## config.mk

```make
export PLATFORM = sky130hd
export DESIGN_NAME = priority_event_flag_scheduler_flat
export DESIGN_NICKNAME = d
export VERILOG_FILES = /design/src/rtl/core/pefs_pkg.sv /design/src/rtl/core/pefs_if.sv /design/src/rtl/core/pefs_datapath.sv /design/src/rtl/core/pefs_ctrl.sv /design/src/rtl/core/priority_event_flag_scheduler.sv /design/src/flat_wrapper.sv
export VERILOG_INCLUDE_DIRS = /design/src /design/src/rtl/core
export SDC_FILE = /design/constraint.sdc
export NUM_CORES = 1
export LEC_CHECK = 0
export BUFFER_PORTS_ARGS = -buffer_cell sky130_fd_sc_hd__buf_4
export CAP_MARGIN = 20
export CORE_ASPECT_RATIO = 0.75
export CORE_UTILIZATION = 25
export CTS_CLUSTER_SIZE = 24
export DETAILED_ROUTE_END_ITERATION = 6
export PLACE_DENSITY = 0.5
export SYNTH_ARGS = -nofsm -noshare
export SYNTH_HDL_FRONTEND = slang
export SYNTH_SLANG_ARGS = --single-unit
```

## constraint.sdc

```tcl
create_clock -name clk -period 3.42 [get_ports clk]
set_input_delay 0.684 -clock clk [delete_from_list [all_inputs] [get_ports clk]]
set_output_delay 0.684 -clock clk [all_outputs]
set_load 0.005 [all_outputs]
```

## src/rtl/core/priority_event_flag_scheduler_macros.svh

```systemverilog
// Assertion macros shared by the scheduler RTL
`ifndef PRIORITY_EVENT_FLAG_SCHEDULER_MACROS_SVH
`define PRIORITY_EVENT_FLAG_SCHEDULER_MACROS_SVH

// Same-cycle implication, clocked on clk, disabled in reset
`define PEFS_ASSERT_NOW(label, ante, cons) \
    label: assert property (@(posedge clk) disable iff (!rst_n) (ante) |-> (cons)) \
        else $error("scheduler check failed");

// Next-cycle implication, clocked on clk, disabled in reset
`define PEFS_ASSERT_NEXT(label, ante, cons) \
    label: assert property (@(posedge clk) disable iff (!rst_n) (ante) |=> (cons)) \
        else $error("scheduler check failed");

`endif

```

## src/rtl/core/pefs_pkg.sv

```systemverilog
// Types and constants shared by the event-flag scheduler
`timescale 1ns / 1ps

package pefs_pkg;

    localparam int MODE_W   = 2;
    localparam int TID_W    = 8;
    localparam int EVT_W    = 16;
    localparam int STAT_W   = 2;
    localparam int CTASK_W  = 4;
    localparam int TIU_W    = 5;
    localparam logic [TIU_W-1:0] TIU_RESET = 5'd16;

    typedef enum logic [MODE_W-1:0] {
        MODE_SET      = 2'd0,
        MODE_CLEAR    = 2'd1,
        MODE_DISPATCH = 2'd2,
        MODE_RETURN   = 2'd3
    } mode_t;

    typedef logic [STAT_W-1:0] status_t;
    localparam status_t STATUS_OK     = 2'd0;
    localparam status_t STATUS_BAD_ID = 2'd1;
    localparam status_t STATUS_IDLE   = 2'd2;

    // controller -> datapath
    typedef struct packed {
        logic capture;
        logic lookup;
        logic update;
    } ctrl_cmd_t;

    // datapath -> controller
    typedef struct packed {
        logic out_free;
    } dp_status_t;

endpackage

```

## src/rtl/core/pefs_if.sv

```systemverilog
// Channel interfaces: request, response and configuration write
`timescale 1ns / 1ps

interface pefs_req_if;
    import pefs_pkg::*;
    logic               valid;
    logic               ready;
    logic [MODE_W-1:0]  mode;
    logic [TID_W-1:0]   task_id;
    logic [EVT_W-1:0]   event_mask;

    modport source (output valid, mode, task_id, event_mask, input ready);
    modport sink   (input valid, mode, task_id, event_mask, output ready);
endinterface

interface pefs_rsp_if;
    import pefs_pkg::*;
    logic               valid;
    logic               ready;
    logic [STAT_W-1:0]  status;
    logic [CTASK_W-1:0] chosen_task;
    logic [EVT_W-1:0]   chosen_events;

    modport source (output valid, status, chosen_task, chosen_events, input ready);
    modport sink   (input valid, status, chosen_task, chosen_events, output ready);
endinterface

interface pefs_cfg_if;
    import pefs_pkg::*;
    logic               valid;
    logic               ready;
    logic [TIU_W-1:0]   data;

    modport source (output valid, data, input ready);
    modport sink   (input valid, data, output ready);
endinterface

```

## src/rtl/core/pefs_datapath.sv

```systemverilog
// Datapath: event word memory, nonzero flags, priority pick and response register
`timescale 1ns / 1ps

module pefs_datapath #(
    parameter int MAX_TASKS = 16
) (
    input  logic                        clk,
    input  logic                        rst_n,
    input  pefs_pkg::ctrl_cmd_t         cmd,
    output pefs_pkg::dp_status_t        stat,
    input  logic [pefs_pkg::MODE_W-1:0] mode,
    input  logic [pefs_pkg::TID_W-1:0]  task_id,
    input  logic [pefs_pkg::EVT_W-1:0]  event_mask,
    pefs_cfg_if.sink                    cfg,
    pefs_rsp_if.source                  rsp
);
    import pefs_pkg::*;

    `include "priority_event_flag_scheduler_macros.svh"

    localparam int IDX_W = (MAX_TASKS > 1) ? $clog2(MAX_TASKS) : 1;
    localparam logic [TID_W-1:0] MAX_VAL = TID_W'(MAX_TASKS);

    logic [TIU_W-1:0]   tiu_reg;

    mode_t              mode_reg;
    logic [TID_W-1:0]   id_reg;
    logic [EVT_W-1:0]   mask_reg;

    logic [MAX_TASKS-1:0] nz_reg;
    logic [EVT_W-1:0]   mem [MAX_TASKS];
    logic [EVT_W-1:0]   rdata_reg;

    logic [IDX_W-1:0]   idx_reg, idx_next;
    status_t            st_reg, st_next;

    logic               rsp_valid_reg;
    status_t            rsp_status_reg;
    logic [CTASK_W-1:0] rsp_task_reg;
    logic [EVT_W-1:0]   rsp_events_reg;

    logic [TID_W-1:0]   eff_count;
    logic [MAX_TASKS-1:0] in_use;
    logic [MAX_TASKS-1:0] cand;
    logic [IDX_W-1:0]   pick;
    logic [EVT_W-1:0]   word;
    logic [EVT_W-1:0]   new_word;
    logic               wr_en;
    logic               is_dispatch;

    assign cfg.ready = 1'b1;

    always_ff @(posedge clk or negedge rst_n)
    begin
        if (!rst_n)
        begin
            tiu_reg <= TIU_RESET;
        end
        else if (cfg.valid)
        begin
            tiu_reg <= cfg.data;
        end
    end

    // Latch the request on acceptance
    always_ff @(posedge clk)
    begin
        if (cmd.capture)
        begin
            mode_reg <= mode_t'(mode);
            id_reg   <= task_id;
            mask_reg <= event_mask;
        end
    end

    // Effective task count and in-use slots
    always_comb
    begin
        if (TID_W'(tiu_reg) > MAX_VAL)
            eff_count = MAX_VAL;
        else
            eff_count = TID_W'(tiu_reg);
    end

    for (genvar g = 0; g < MAX_TASKS; g++)
    begin : g_use
        assign in_use[g] = (TID_W'(g) < eff_count);
    end

    assign cand = nz_reg & in_use;

    // Lowest-numbered pending task
    always_comb
    begin
        pick = '0;
        for (int i = MAX_TASKS - 1; i >= 0; i--)
        begin
            if (cand[i])
                pick = IDX_W'(i);
        end
    end

    assign is_dispatch = (mode_reg == MODE_DISPATCH);

    always_comb
    begin
        if (is_dispatch)
        begin
            idx_next = pick;
            st_next  = (|cand) ? STATUS_OK : STATUS_IDLE;
        end
        else
        begin
            idx_next = id_reg[IDX_W-1:0];
            st_next  = (id_reg >= eff_count) ? STATUS_BAD_ID : STATUS_OK;
        end
    end

    always_ff @(posedge clk)
    begin
        if (cmd.lookup)
        begin
            idx_reg <= idx_next;
            st_reg  <= st_next;
        end
    end

    // A slot with its flag clear holds zero regardless of memory contents
    assign word = nz_reg[idx_reg] ? rdata_reg : '0;

    always_comb
    begin
        unique case (mode_reg)
            MODE_SET, MODE_RETURN: new_word = word | mask_reg;
            MODE_CLEAR:            new_word = word & ~mask_reg;
            MODE_DISPATCH:         new_word = '0;
            default:               new_word = word;
        endcase
    end

    assign wr_en = cmd.update && (st_reg == STATUS_OK);

    always_ff @(posedge clk)
    begin
        if (wr_en)
            mem[idx_reg] <= new_word;
        if (cmd.lookup)
            rdata_reg <= mem[idx_next];
    end

    always_ff @(posedge clk or negedge rst_n)
    begin
        if (!rst_n)
        begin
            nz_reg <= '0;
        end
        else if (wr_en)
        begin
            nz_reg[idx_reg] <= |new_word;
        end
    end

    // Response register
    always_ff @(posedge clk or negedge rst_n)
    begin
        if (!rst_n)
        begin
            rsp_valid_reg <= 1'b0;
        end
        else if (cmd.update)
        begin
            rsp_valid_reg <= 1'b1;
        end
        else if (rsp.ready)
        begin
            rsp_valid_reg <= 1'b0;
        end
    end

    always_ff @(posedge clk)
    begin
        if (cmd.update)
        begin
            rsp_status_reg <= st_reg;
            if (is_dispatch && (st_reg == STATUS_OK))
            begin
                rsp_task_reg   <= CTASK_W'(idx_reg);
                rsp_events_reg <= word;
            end
            else
            begin
                rsp_task_reg   <= '0;
                rsp_events_reg <= '0;
            end
        end
    end

    assign stat.out_free     = !rsp_valid_reg || rsp.ready;
    assign rsp.valid         = rsp_valid_reg;
    assign rsp.status        = rsp_status_reg;
    assign rsp.chosen_task   = rsp_task_reg;
    assign rsp.chosen_events = rsp_events_reg;

    `PEFS_ASSERT_NEXT(a_update_gives_rsp, cmd.update, rsp.valid)
    `PEFS_ASSERT_NOW(a_fail_rsp_zero, rsp.valid && (rsp.status != STATUS_OK),
                     (rsp.chosen_task == '0) && (rsp.chosen_events == '0))

endmodule

```

## src/rtl/core/pefs_ctrl.sv

```systemverilog
// Controller: sequences capture, lookup and update per transaction
`timescale 1ns / 1ps

module pefs_ctrl (
    input  logic                 clk,
    input  logic                 rst_n,
    input  logic                 req_valid,
    output logic                 req_ready,
    input  pefs_pkg::dp_status_t stat,
    output pefs_pkg::ctrl_cmd_t  cmd
);
    import pefs_pkg::*;

    `include "priority_event_flag_scheduler_macros.svh"

    typedef enum logic [1:0] {
        ST_IDLE,
        ST_LOOKUP,
        ST_UPDATE
    } state_t;

    state_t state_reg, state_next;
    logic   accept;

    // Take a new request while idle, or as the current one retires
    assign req_ready   = (state_reg == ST_IDLE) ||
                         ((state_reg == ST_UPDATE) && stat.out_free);
    assign accept      = req_valid && req_ready;
    assign cmd.capture = accept;
    assign cmd.lookup  = (state_reg == ST_LOOKUP);
    assign cmd.update  = (state_reg == ST_UPDATE) && stat.out_free;

    always_comb
    begin
        state_next = state_reg;
        unique case (state_reg)
            ST_IDLE:   if (accept) state_next = ST_LOOKUP;
            ST_LOOKUP: state_next = ST_UPDATE;
            ST_UPDATE:
            begin
                if (stat.out_free)
                    state_next = accept ? ST_LOOKUP : ST_IDLE;
            end
            default:   state_next = ST_IDLE;
        endcase
    end

    always_ff @(posedge clk or negedge rst_n)
    begin
        if (!rst_n)
            state_reg <= ST_IDLE;
        else
            state_reg <= state_next;
    end

    `PEFS_ASSERT_NEXT(a_accept_to_lookup, accept, state_reg == ST_LOOKUP)
    `PEFS_ASSERT_NEXT(a_lookup_to_update, state_reg == ST_LOOKUP, state_reg == ST_UPDATE)

endmodule

```

## src/rtl/core/priority_event_flag_scheduler.sv

```systemverilog
// Top level of the priority event-flag task scheduler
//
//  channel | dir | handshake      | payload
//  --------+-----+----------------+--------------------------------------
//  req     | in  | valid / ready  | mode, task_id, event_mask
//  rsp     | out | valid / ready  | status, chosen_task, chosen_events
//  cfg     | in  | valid / ready  | data = tasks_in_use (always ready)
//
// Each transaction runs a lookup cycle (priority pick over the nonzero flags
// and the event-word memory read) followed directly by an update cycle
// (read-modify-write of the word); the response is valid the cycle after update.
// Reset clears the nonzero flags at once and loads tasks_in_use = 16; no
// clearing pass is needed, a slot with its flag clear reads as zero.
// A stalled response holds the update cycle and with it req.ready.
`timescale 1ns / 1ps

module priority_event_flag_scheduler #(
    parameter int MAX_TASKS = 16
) (
    input  logic        clk,
    input  logic        rst_n,
    pefs_cfg_if.sink    cfg,
    pefs_req_if.sink    req,
    pefs_rsp_if.source  rsp
);
    import pefs_pkg::*;

    ctrl_cmd_t  cmd;
    dp_status_t dp_stat;
    logic       req_ready;

    // Controller owns the request handshake
    pefs_ctrl u_ctrl (
        .clk       (clk),
        .rst_n     (rst_n),
        .req_valid (req.valid),
        .req_ready (req_ready),
        .stat      (dp_stat),
        .cmd       (cmd)
    );

    assign req.ready = req_ready;

    // Datapath holds the event words, the count register and the response
    pefs_datapath #(
        .MAX_TASKS (MAX_TASKS)
    ) u_dp (
        .clk        (clk),
        .rst_n      (rst_n),
        .cmd        (cmd),
        .stat       (dp_stat),
        .mode       (req.mode),
        .task_id    (req.task_id),
        .event_mask (req.event_mask),
        .cfg        (cfg),
        .rsp        (rsp)
    );

endmodule
```

## src/flat_wrapper.sv

```systemverilog
// flat-port wrapper written by rule: the top's interface ports become plain ports
module priority_event_flag_scheduler_flat import pefs_pkg::*;
#(
    parameter int MAX_TASKS = 16
)
  (clk, rst_n, cfg_valid, cfg_data, cfg_ready, req_valid, req_mode, req_task_id, req_event_mask, req_ready, rsp_valid, rsp_status, rsp_chosen_task, rsp_chosen_events, rsp_ready);
  pefs_cfg_if cfg_i ();
  pefs_req_if req_i ();
  pefs_rsp_if rsp_i ();
  input  logic clk;
  input  logic rst_n;
  input wire logic [$bits(cfg_i.valid)-1:0] cfg_valid;
  input wire logic [$bits(cfg_i.data)-1:0] cfg_data;
  output wire logic [$bits(cfg_i.ready)-1:0] cfg_ready;
  input wire logic [$bits(req_i.valid)-1:0] req_valid;
  input wire logic [$bits(req_i.mode)-1:0] req_mode;
  input wire logic [$bits(req_i.task_id)-1:0] req_task_id;
  input wire logic [$bits(req_i.event_mask)-1:0] req_event_mask;
  output wire logic [$bits(req_i.ready)-1:0] req_ready;
  output wire logic [$bits(rsp_i.valid)-1:0] rsp_valid;
  output wire logic [$bits(rsp_i.status)-1:0] rsp_status;
  output wire logic [$bits(rsp_i.chosen_task)-1:0] rsp_chosen_task;
  output wire logic [$bits(rsp_i.chosen_events)-1:0] rsp_chosen_events;
  input wire logic [$bits(rsp_i.ready)-1:0] rsp_ready;
  assign cfg_i.valid = cfg_valid;
  assign cfg_i.data = cfg_data;
  assign cfg_ready = cfg_i.ready;
  assign req_i.valid = req_valid;
  assign req_i.mode = req_mode;
  assign req_i.task_id = req_task_id;
  assign req_i.event_mask = req_event_mask;
  assign req_ready = req_i.ready;
  assign rsp_valid = rsp_i.valid;
  assign rsp_status = rsp_i.status;
  assign rsp_chosen_task = rsp_i.chosen_task;
  assign rsp_chosen_events = rsp_i.chosen_events;
  assign rsp_i.ready = rsp_ready;
  priority_event_flag_scheduler #(.MAX_TASKS(MAX_TASKS)) u_core (.clk(clk), .rst_n(rst_n), .cfg(cfg_i), .req(req_i), .rsp(rsp_i));
endmodule
```

==> results by group, run 1 <==
Run status
  – Status: complete, no violations

Worst setup path
  – Maximum fanout along the worst path: 48
  – CP endpoint kind: flop
  – Critical Path Source: u_core.u_dp.tiu_reg[4]
  – Nature of the critical path startpoint: flop
  – Signal arrival time at the worst endpoint: 3.64 ns
  – R2r startpoint: u_core.u_dp.tiu_reg[4]
  – Crit Path Class: reg -> reg
  – WP data required: 3.70 ns

Placed design
  – RePlAce Congestion: 0.883
  – Port buffer count: 59
  – Hpwl dp: approximately 24 mm
  – Place WS: -0.0608 ns

Power and ir drop
  – Max VDD drop: 291 uV
  – Power per cell area: slightly below 600 nW/um^2
  – Leakage Power: 0.00644 uW

STA
  – Fmax: roughly 300 MHz
  – Total negative slack: 0 ns
  – Final worst setup slack: 0.0580 ns
  – Final period util: 98.3%
  – Final Setup Violations: 0
  – Slew headroom: 36.5%
  – Skew final: approximately 0.022 ns
  – RSZ-0062 raised after global routing: true
  – Min Tclk post-route: 3.36 ns
  – Final Hold Vio Count: 0
  – Worst-Margin Slew: 0.951 ns
  – Max-slew violations: 0

Route
  – DRC violations left: 0
  – Met1 WL: 20.1 mm
  – Top Metal Used: met4
  – Drt pass-1 iters: 5
  – Vias/cell: 4.73
  – WL/cell: 20.6 um
  – Post-DRT Antenna Nets: 0
  – Met3 wire len: 3.31 mm
  – Via Count: 9,361
  – Routed wire length: 40.7 mm
  – Met2 WL: 16.7 mm
  – Drt initial violations: between 900 and 1,000

Synthesis
  – Flops & latches, synth: 350
  – Ys flop type: edfxtp_1
  – XOR/XNOR Fraction of Synth Area: 0%
  – Post-synth ARST share: about 7%
  – Largest family of logic cells by synthesized area: compound AO/OA/AOI/OAI gates
  – Cells after synthesis: 1,048
  – Largest cells by area after synthesis: edfxtp_1 (66%), dfrtp_1 (3.9%), and3_1 (3.5%)
  – Multiplexer share of the synthesized area: 3.10%
  – Syn_nets: between 1,000 and 1,500
  – Yosys cell types: 68
  – Post-synthesis sequential area ratio: 70.4%
  – Synth warnings: 0
  – Synth Area in Compound Gates: 13.5%
  – Post-synth EDFFs: 326
  – Mapped Area: 14,800 um^2
  – Post-Synth Adder-Cell Area: 0.594%
  – Syn Area/Cell: 14.1 um^2
  – Cell taking the most area after synthesis: edfxtp_1
  – Yosys top cell area share: 66.3%
  – Simple-Gate Fraction of Synth Area: 9.21%

Clock tree
  – Root Driver: clkbuf_16
  – CTS tree: built
  – Insertion delay to the later sink of the worst-skew pair: 0.54 ns
  – CTS Buf Count: 37
  – Clock sink count: 350
  – Clk buf depth: 3
  – H-Tree Depth: 2
  – # hold bufs at CTS: 0
  – CTS clk-pin slew, worst paths: 0.06 ns

Run
  – Max-cap violations: 0

Cells and area
  – Fin nets: ~1,200
  – Largest register FFs: 256
  – Most common cell after layout, fill and taps aside: edfxtp_1
  – Most frequent cells in the layout: edfxtp_1 (326), buf_4 (142), and3_1 (83), a21oi_1 (70)
  – Fin util: just over 30%
  – Share of cells above drive strength 1: 22.1%
  – Ant. Diodes: 0
  – Largest Register: u_core.u_dp.mem
  – Synthesis-to-layout area growth: 22.0%

Floorplan
  – Area of the die: 60,000 um^2
  – Row count: 76
  – I/O pin count: 61
  – Die Span Y: 212 um
  – Initial core utilization: 25.5%
  – CORE AREA: 57,900 um^2
  – Die width: approximately 280 um

Global route
  – Largest net degree at the start of global routing: 87
  – Grt ovf: 0
  – Initial antenna violation count: 5
  – Vias in the first global route: about 8,900
  – First-pass GRT wire length: 60.0 mm
  – GR Util All Layers: 13.5%

Hold path
  – Hold Crit Class: in -> async
critical path, stage by stage, from the launching register on:
cell and delay, ns:
dfstp_2 0.67, o31ai_1 0.12, a211o_1 0.35, nor3_2 0.20, o41ai_4 0.14, buf_4 0.18
bufbuf_16 0.32, and3_1 0.19, o21ai_0 0.18, o2111ai_1 0.16, buf_4 0.20, or3_1 0.38
stage by stage:
stage | power [uW] | area [um^2] | hold WS [ns] | instances
after floorplan | 5880 | 14800 | 0.388 | 1048
after global placement | 6480 | 16600 | 0.469 | 1898
after detailed placement | 6500 | 16600 | 0.475 | 1898
after CTS | 10500 | 17900 | 0.0505 | 1970
after global routing | 10800 | 18000 | 0.0650 | 1979
final | 10400 | 18000 | 0.0631 | 1979
area by class of cell:
type / instances / area [um^2]
fill: 5755 / 39900
inverter: 27 / 104
multi-input combinational: 602 / 4070
clock inverter: 19 / 150
tap: 780 / 976
sequential: 350 / 10400
clock buffer: 48 / 1010
timing repair buffer: 153 / 1290
routing by layer:
| layer | up-vias | track usage [%] |
|---|---|---|
| met2 | 286 | 18.7 |
| met5 | - | 0 |
| met1 | 4715 | 20.8 |
| met4 | 0 | 2.76 |
| li1 | 4321 | - |
| met3 | 39 | 3.37 |
report_power, final:
part | switching (uW) | leakage, uW | internal (uW)
registers | 124 | 0.00329 | 4910
logic | 947 | 0.00259 | 556
clock network | 1650 | 0.000567 | 2240
Yosys cell counts (all sizes together), types with 5 or more instances:
cell,count
clkbuf,40
nor3,11
a21o,6
or3,17
a21oi,80
nand3,5
o2111ai,15
nor2b,12
edfxtp,326
ha,7
o22ai,6
and3,83
nor4,7
mux2i,30
nor2,49
buf,31
a21boi,49
nand2b,7
a221oi,16
a211oi,38
mux4,5
and2,6
inv,27
nand2,52
o21ai,59
dfrtp,23
final timing paths:
check / cells after the start / to / slack [ns]
max in group asynchronous: 1 / u_core.u_dp.tiu_reg[4] / 3.04
min reg2reg: 0 / u_core.u_dp.rsp.status[1] / 0.49
max: 11 / u_core.u_dp.rdata_reg[11] / 0.06
min in group clk: 1 / u_core.u_dp.mask_reg[5] / 0.32
max reg2reg: 11 / u_core.u_dp.rdata_reg[11] / 0.06
min: 1 / u_core.u_dp.rsp.valid / 0.06
cell families (layout without fill, tap and decap cells):
family,count (synthesis),count (layout)
flops,350,350
compound gates,297,297
simple gates,256,256
buf+inv,98,247
mux,39,41
fa+ha+maj,7,7
other cells,1,1
what timing repair did:
| item | 4_1_cts | 5_1_grt |
|---|---|---|
| gates cloned | 1 | 2 |
| pin swaps | 1 | 1 |
| resized for setup | 6 | 11 |
| setup buffers | 4 | 5 |
| endpoints found under the setup margin | 6 | 30 |
No activity file was read; power rests on OpenSTA's default activity.
==> inputs of run 2 (changes only) <==
Settings changed: ABC_AREA from default to 1, MAX_ROUTING_LAYER from default to met4.
==> run 2 against run 1 <==
Against the previous run: wire length grew 3.1%; worst setup slack better by 0.24 ns; non-clock buffer count down 44; power down 4.2%; critical path depth up 4; largest cell class unchanged.
==> results by group, run 2 <==
Run status
  – Status: complete, no violations

STA
  – Final period util: 91.2%
  – Fmax: 321 MHz
  – Slew headroom: 38.6%
  – Min Tclk post-route: 3.12 ns
  – RSZ-0062 raised after global routing: false
  – Final Setup Violations: 0
  – Skew final: 0.0116 ns
  – Total negative slack: 0 ns
  – Worst-Margin Slew: 0.919 ns
  – Max-slew violations: 0
  – Final Hold Vio Count: 0

Synthesis
  – Syn Area/Cell: 10.6 um^2
  – Commonest cells post-synth: nand2_1 (360), edfxtp_1 (326), nand3_1 (302)
  – Ys flop type: edfxtp_1
  – Post-synth ARST share: 6.86%
  – Post-synth EDFFs: around 330
  – Syn_nets: 1,492
  – Yosys cell types: 38
  – Mapped Area: 15,300 um^2
  – Synth warnings: 0
  – Cell taking the most area after synthesis: edfxtp_1
  – Flops & latches, synth: 350
  – Largest cells by area after synthesis: edfxtp_1 (64%), nand3_1 (9.8%), nand2_1 (8.8%)
  – Count leader, synth: nand2_1
  – Cells after synthesis: 1,449
  – Yosys top cell area share: 63.8%
  – Post-synthesis sequential area ratio: 67.7%

Global route
  – First-pass GRT wire length: 63.2 mm
  – Grt ovf: 0
  – Vias in the first global route: slightly above 10,000
  – GR Util All Layers: 13.8%
  – Largest net degree at the start of global routing: between 100 and 150
  – Initial antenna violation count: 0

Placed design
  – Hpwl dp: 25.3 mm
  – Port buffer count: about 60
  – RePlAce Congestion: 0.926

Clock tree
  – CTS tree: built
  – Root Driver: clkbuf_16
  – H-Tree Depth: 2
  – Clock sink count: 350
  – Insertion delay to the later sink of the worst-skew pair: 0.52 ns
  – Clk buf depth: 3
  – # hold bufs at CTS: 0
  – CTS Buf Count: 36
  – CTS clk-pin slew, worst paths: 0.06 ns

Worst setup path
  – R2r startpoint: u_core.u_dp.tiu_reg[4]
  – Nature of the critical path startpoint: flop
  – Signal arrival time at the worst endpoint: 3.51 ns
  – Maximum fanout along the worst path: 65
  – FF-to-FF path depth: 15
  – Flop-to-flop setup slack: roughly 0.3 ns
  – CP endpoint kind: flop
  – WP data required: 3.81 ns
  – R2r endpoint: u_core.u_dp.rdata_reg[12]
  – Crit Path Class: reg -> reg

Route
  – Post-DRT Antenna Nets: 0
  – Drt pass-1 iters: 6
  – Drt initial violations: 874
  – Vias/cell: 4.51
  – Routed wire length: 41.9 mm
  – WL/cell: 17.9 um
  – Via Count: about 11,000
  – DRC violations left: 0

Floorplan
  – Die Span Y: 217 um
  – Die width: slightly below 300 um
  – CORE AREA: 60,600 um^2
  – Initial core utilization: around a quarter
  – I/O pin count: 61
  – Area of the die: roughly 62,000 um^2
  – Row count: 78

Cells and area
  – Fin nets: 1,562
  – Share of cells above drive strength 1: ~12%
  – Ant. Diodes: 0
  – Synthesis-to-layout area growth: 17.7%
  – Most common cell after layout, fill and taps aside: nand2_1
  – Most frequent cells in the layout: nand2_1 (358), edfxtp_1 (326), nand3_1 (302), inv_1 (188), buf_4 (102)
  – Largest Register: u_core.u_dp.mem
  – Largest register FFs: about 260

Power and ir drop
  – Power per cell area: 553 nW/um^2
  – Comb pwr share: 11.9%
  – Tot Pwr: 10000 uW
  – Max VDD drop: approximately 240 uV
  – Pint: 7490 uW
  – Switching share of power: 25.1%
  – Leakage Power: 0.00738 uW
  – Clk network pwr share: 38.1%
  – Net Switching: 2510 uW
  – Flop pwr share: 50.0%

Run
  – Max-cap violations: 0

Hold path
  – Hold Crit Class: in -> async
run 2: repair_timing:
| item | 4_1_cts | 5_1_grt |
|---|---|---|
| resized for setup | 0 | 2 |
| endpoints found under the setup margin | 0 | 10 |
| setup buffers | 0 | 0 |
run 2: worst max-delay path by stage:
stage	slack (ns)	start	endpoint	depth (start not counted)
floorplan	0.93	rsp_ready	u_core.u_dp.mem[14][0]	4
global placement	0.33	u_core.u_dp.tiu_reg[4]	u_core.u_dp.rdata_reg[12]	24
detailed placement	0.27	u_core.u_dp.tiu_reg[4]	u_core.u_dp.rdata_reg[12]	24
CTS	0.26	u_core.u_dp.tiu_reg[4]	u_core.u_dp.rdata_reg[12]	24
global route	0.007	u_core.u_dp.tiu_reg[4]	u_core.u_dp.rdata_reg[1]	22
finish	0.30	u_core.u_dp.tiu_reg[4]	u_core.u_dp.rdata_reg[12]	15
run 2: cells by family (layout without fill, tap and decap cells):
family	count (synthesis)	after routing	share of synthesized area, %
compound gates	74	74	2.91
fa+ha+maj	7	7	0.571
buf+inv	269	360	7.26
flops	350	350	67.7
mux	6	6	0.399
other cells	1	1	0.0244
simple gates	742	742	21.1
run 2: worst max-delay path, cell delays in order (launching register included):
cell	delay [ns]
dfstp_2	0.69
nor2_4	0.08
nor2_1	0.16
o211ai_1	0.10
o21ai_0	0.12
a31oi_1	0.14
o21bai_1	0.14
nand2_1	0.06
nand2_1	0.11
nand2_1	0.08
nand2_2	0.05
buf_4	0.68
nand3_1	0.19
nand3_1	0.13
nand3_1	0.09
nand2_1	0.12
run 2: through the flow:
step	utilization [%]	hold WS (ns)	worst slack, ns	cell area [um^2]	cells
floorplan	-	0.388	0.928	15300	1449
global placement	28.0	0.494	0.329	16900	2281
detailed placement	28.0	0.513	0.270	16900	2281
CTS	29.8	0.0460	0.261	18000	2340
global route	29.8	0.0575	0.00687	18100	2340
finish	29.8	0.0575	0.300	18100	2340
run 2: final cells by class:
| type | instances | area [um^2] |
|---|---|---|
| timing repair buffer | 109 | 913 |
| inverter | 192 | 721 |
| clock buffer | 47 | 973 |
| multi-input combinational | 830 | 3940 |
| fill | 6164 | 42500 |
| tap | 800 | 1000 |
| clock inverter | 12 | 129 |
| sequential | 350 | 10400 |
run 2: metal layers:
layer | GRT usage [%] | up-vias | routed length [um]
met5 | - | - | 0
met4 | 2.80 | 0 | 620
met3 | 2.52 | 48 | 2540
met1 | 19.7 | 5212 | 20300
li1 | - | 5012 | -
met2 | 20.4 | 270 | 18500
run 2: power by group through the flow:
stage                     clock, uW  sequential (uW)  combinational, uW
after CTS                      3900             5000               1190
after global routing           4070             5000               1330
final                          3810             5000               1190
after global placement            0             5090               1180
after floorplan                   0             5030                760
after detailed placement          0             5090               1190
==> inputs of run 3 (changes only) <==
==> constraint.sdc (replaced) <==
create_clock -name clk -period 3.42 [get_ports clk]
set_input_delay 0.684 -clock clk [delete_from_list [all_inputs] [get_ports clk]]
set_output_delay 0.684 -clock clk [all_outputs]
set_load 0.1 [all_outputs]
==> run 3 against run 2 <==
Against the previous run: the flow now finishes with violations (DRC); first-iteration DRC count up 2.2%; non-clock buffer count is 9 higher; sequential power hardly changed; power up 0.40%; combinational power rose by 17%; final cell count rose by 0.43%; die area unchanged; cell area increased by 0.75%; global-route usage increased by 0.14 points; largest power group unchanged; highest routed layer unchanged.
==> results by group, run 3 (same netlist as run 2, synthesis figures left out) <==
Placed design
  – Hpwl dp: 25.6 mm
  – Port buffer count: 59
  – RePlAce Congestion: 0.855

Floorplan
  – Die width: 288 um
  – Initial core utilization: 25.3%
  – Row count: 78
  – Area of the die: ~62,000 um^2
  – Die Span Y: roughly 220 um
  – CORE AREA: 60,600 um^2
  – I/O pin count: 61

Global route
  – Met3 Resource Use GR: 2.96%
  – Vias in the first global route: ~10,000
  – Met2 Track Usage GR: 20.2%
  – Gr busiest metal: met2
  – First-pass GRT wire length: 63.8 mm
  – Grt ovf: 0
  – Met1 GRT Util: 19.6%
  – Initial antenna violation count: 1
  – Largest net degree at the start of global routing: 129
  – GR Util All Layers: 14.0%

Clock tree
  – Root Driver: clkbuf_16
  – Post-cts resize count: 0
  – CTS clk-pin slew, worst paths: roughly 0.06 ns
  – Insertion delay to the later sink of the worst-skew pair: 0.53 ns
  – # hold bufs at CTS: 0
  – CTS Buf Count: 35
  – H-Tree Depth: 2
  – Clk buf depth: 3
  – Clock sink count: 350
  – CTS tree: built
  – Setup bufs post-CTS: 0

Route
  – Post-DRT Antenna Nets: 0
  – Drt initial violations: 893
  – Vias/cell: 4.52
  – Routed wire length: ~43 mm
  – Drt pass-1 iters: 7
  – WL/cell: 18.2 um
  – DRC violations left: 2
  – Via Count: 10,600

Hold path
  – Hold Crit Class: in -> async

STA
  – Hold slack final: 0.0625 ns
  – Worst-Margin Slew: approximately 0.94 ns
  – Final Setup Violations: 0
  – Final Hold Vio Count: 0
  – RSZ-0062 raised after global routing: false
  – Total negative slack: 0 ns
  – Skew final: roughly 0.017 ns
  – Max-slew violations: 0
  – Fmax: 317 MHz
  – Slew headroom: 37.3%
  – Min Tclk post-route: 3.15 ns
  – Final period util: 92.2%

Worst setup path
  – Nature of the critical path startpoint: flop
  – FF-to-FF path depth: 16
  – CP endpoint kind: flop
  – WP data required: 3.83 ns
  – Flop-to-flop setup slack: between 0.2 and 0.3 ns
  – Crit Path Class: reg -> reg
  – Signal arrival time at the worst endpoint: 3.56 ns
  – R2r startpoint: u_core.u_dp.idx_reg[0]
  – Critical Path Source: u_core.u_dp.idx_reg[0]
  – Maximum fanout along the worst path: 16
  – R2r endpoint: u_core.u_dp.nz_reg[9]

Power and ir drop
  – Power per cell area: 551 nW/um^2
  – Max VDD drop: 252 uV
  – Leakage Power: roughly 0.0074 uW

Cells and area
  – Largest register FFs: 256
  – Fin nets: 1,570
  – Largest Register: u_core.u_dp.mem
  – Most common cell after layout, fill and taps aside: nand2_1
  – Share of cells above drive strength 1: 13.4%
  – Synthesis-to-layout area growth: 18.6%
  – Most frequent cells in the layout: nand2_1 (358), edfxtp_1 (326), nand3_1 (302), inv_1 (188), buf_4 (101)
  – Ant. Diodes: 0

Run
  – Max-cap violations: 0

Run status
  – Status: complete, but fails checks
  – Failing checks: DRC
-- run 3: cell types whose count changed in the layout (fill, tap and decap cells not counted) --
cell and change:
a21oi_1 -1, nand2_4 +1, a21oi_2 +1, clkbuf_8 -1, buf_16 -1, bufinv_16 -2, buf_4 -1, clkbuf_1 -4
clkinv_2 +8, clkinvlp_4 +1, clkinv_1 -1, buf_12 +11, nand2_8 -1
-- run 3: worst max-delay path by stage --
stage	depth (start not counted)	to
2_1_floorplan	4	u_core.u_dp.id_reg[0]
3_3_place_gp	25	u_core.u_dp.rdata_reg[7]
3_5_place_dp	25	u_core.u_dp.rdata_reg[7]
4_1_cts	25	u_core.u_dp.rdata_reg[7]
5_1_grt	16	u_core.u_dp.nz_reg[9]
6_report	16	u_core.u_dp.nz_reg[9]
-- run 3: per-layer routing --
metal,part of all wire [%],wire [um],up-vias
li1,-,-,5034
met1,47,19900,5171
met2,44,18800,364
met3,7.3,3110,60
met4,2.0,872,0
met5,0,0,-
-- run 3: cell type report --
type	count	area, um^2
multi-input cells	830	3930
inverters	192	721
repair buffers	118	1100
clock buffers	42	945
clock inverters	18	113
flip-flops and latches	350	10400
well taps	800	1000
fillers	6238	42400
-- run 3: worst max-delay path, stage by stage (launching register included) --
cell and delay, ns:
edfxtp_1 0.51, inv_2 0.16, nor2_2 0.09, a22oi_1 0.25, nand3_1 0.15, nand2_1 0.09
nand2_1 0.05, nand3b_4 0.28, nand2_1 0.18, a21o_1 0.23, nand2_1 0.07, nor3_1 0.35
nand2_1 0.16, nor2_4 0.13, buf_12 0.16, nand2_1 0.06, o21a_1 0.11
-- run 3: through the flow --
step | instance area [um^2] | power, uW | worst slack [ns] | util [%] | cells
5_1_grt | 18200 | 10400 | 0.00811 | 30.0 | 2350
4_1_cts | 18100 | 10100 | 0.340 | 29.9 | 2344
6_report | 18200 | 10000 | 0.266 | 30.0 | 2350
3_3_place_gp | 17100 | 6450 | 0.317 | 28.2 | 2284
2_1_floorplan | 15400 | 5950 | 0.309 | - | 1449
3_5_place_dp | 17100 | 6460 | 0.355 | 28.2 | 2284
-- run 3: power breakdown --
part / total (uW) / internal [uW] / switching [uW]
registers: 4990 / 4900 / 86.5
clock network: 3660 / 2040 / 1620
logic: 1390 / 395 / 998
total: 10000 / 7340 / 2700
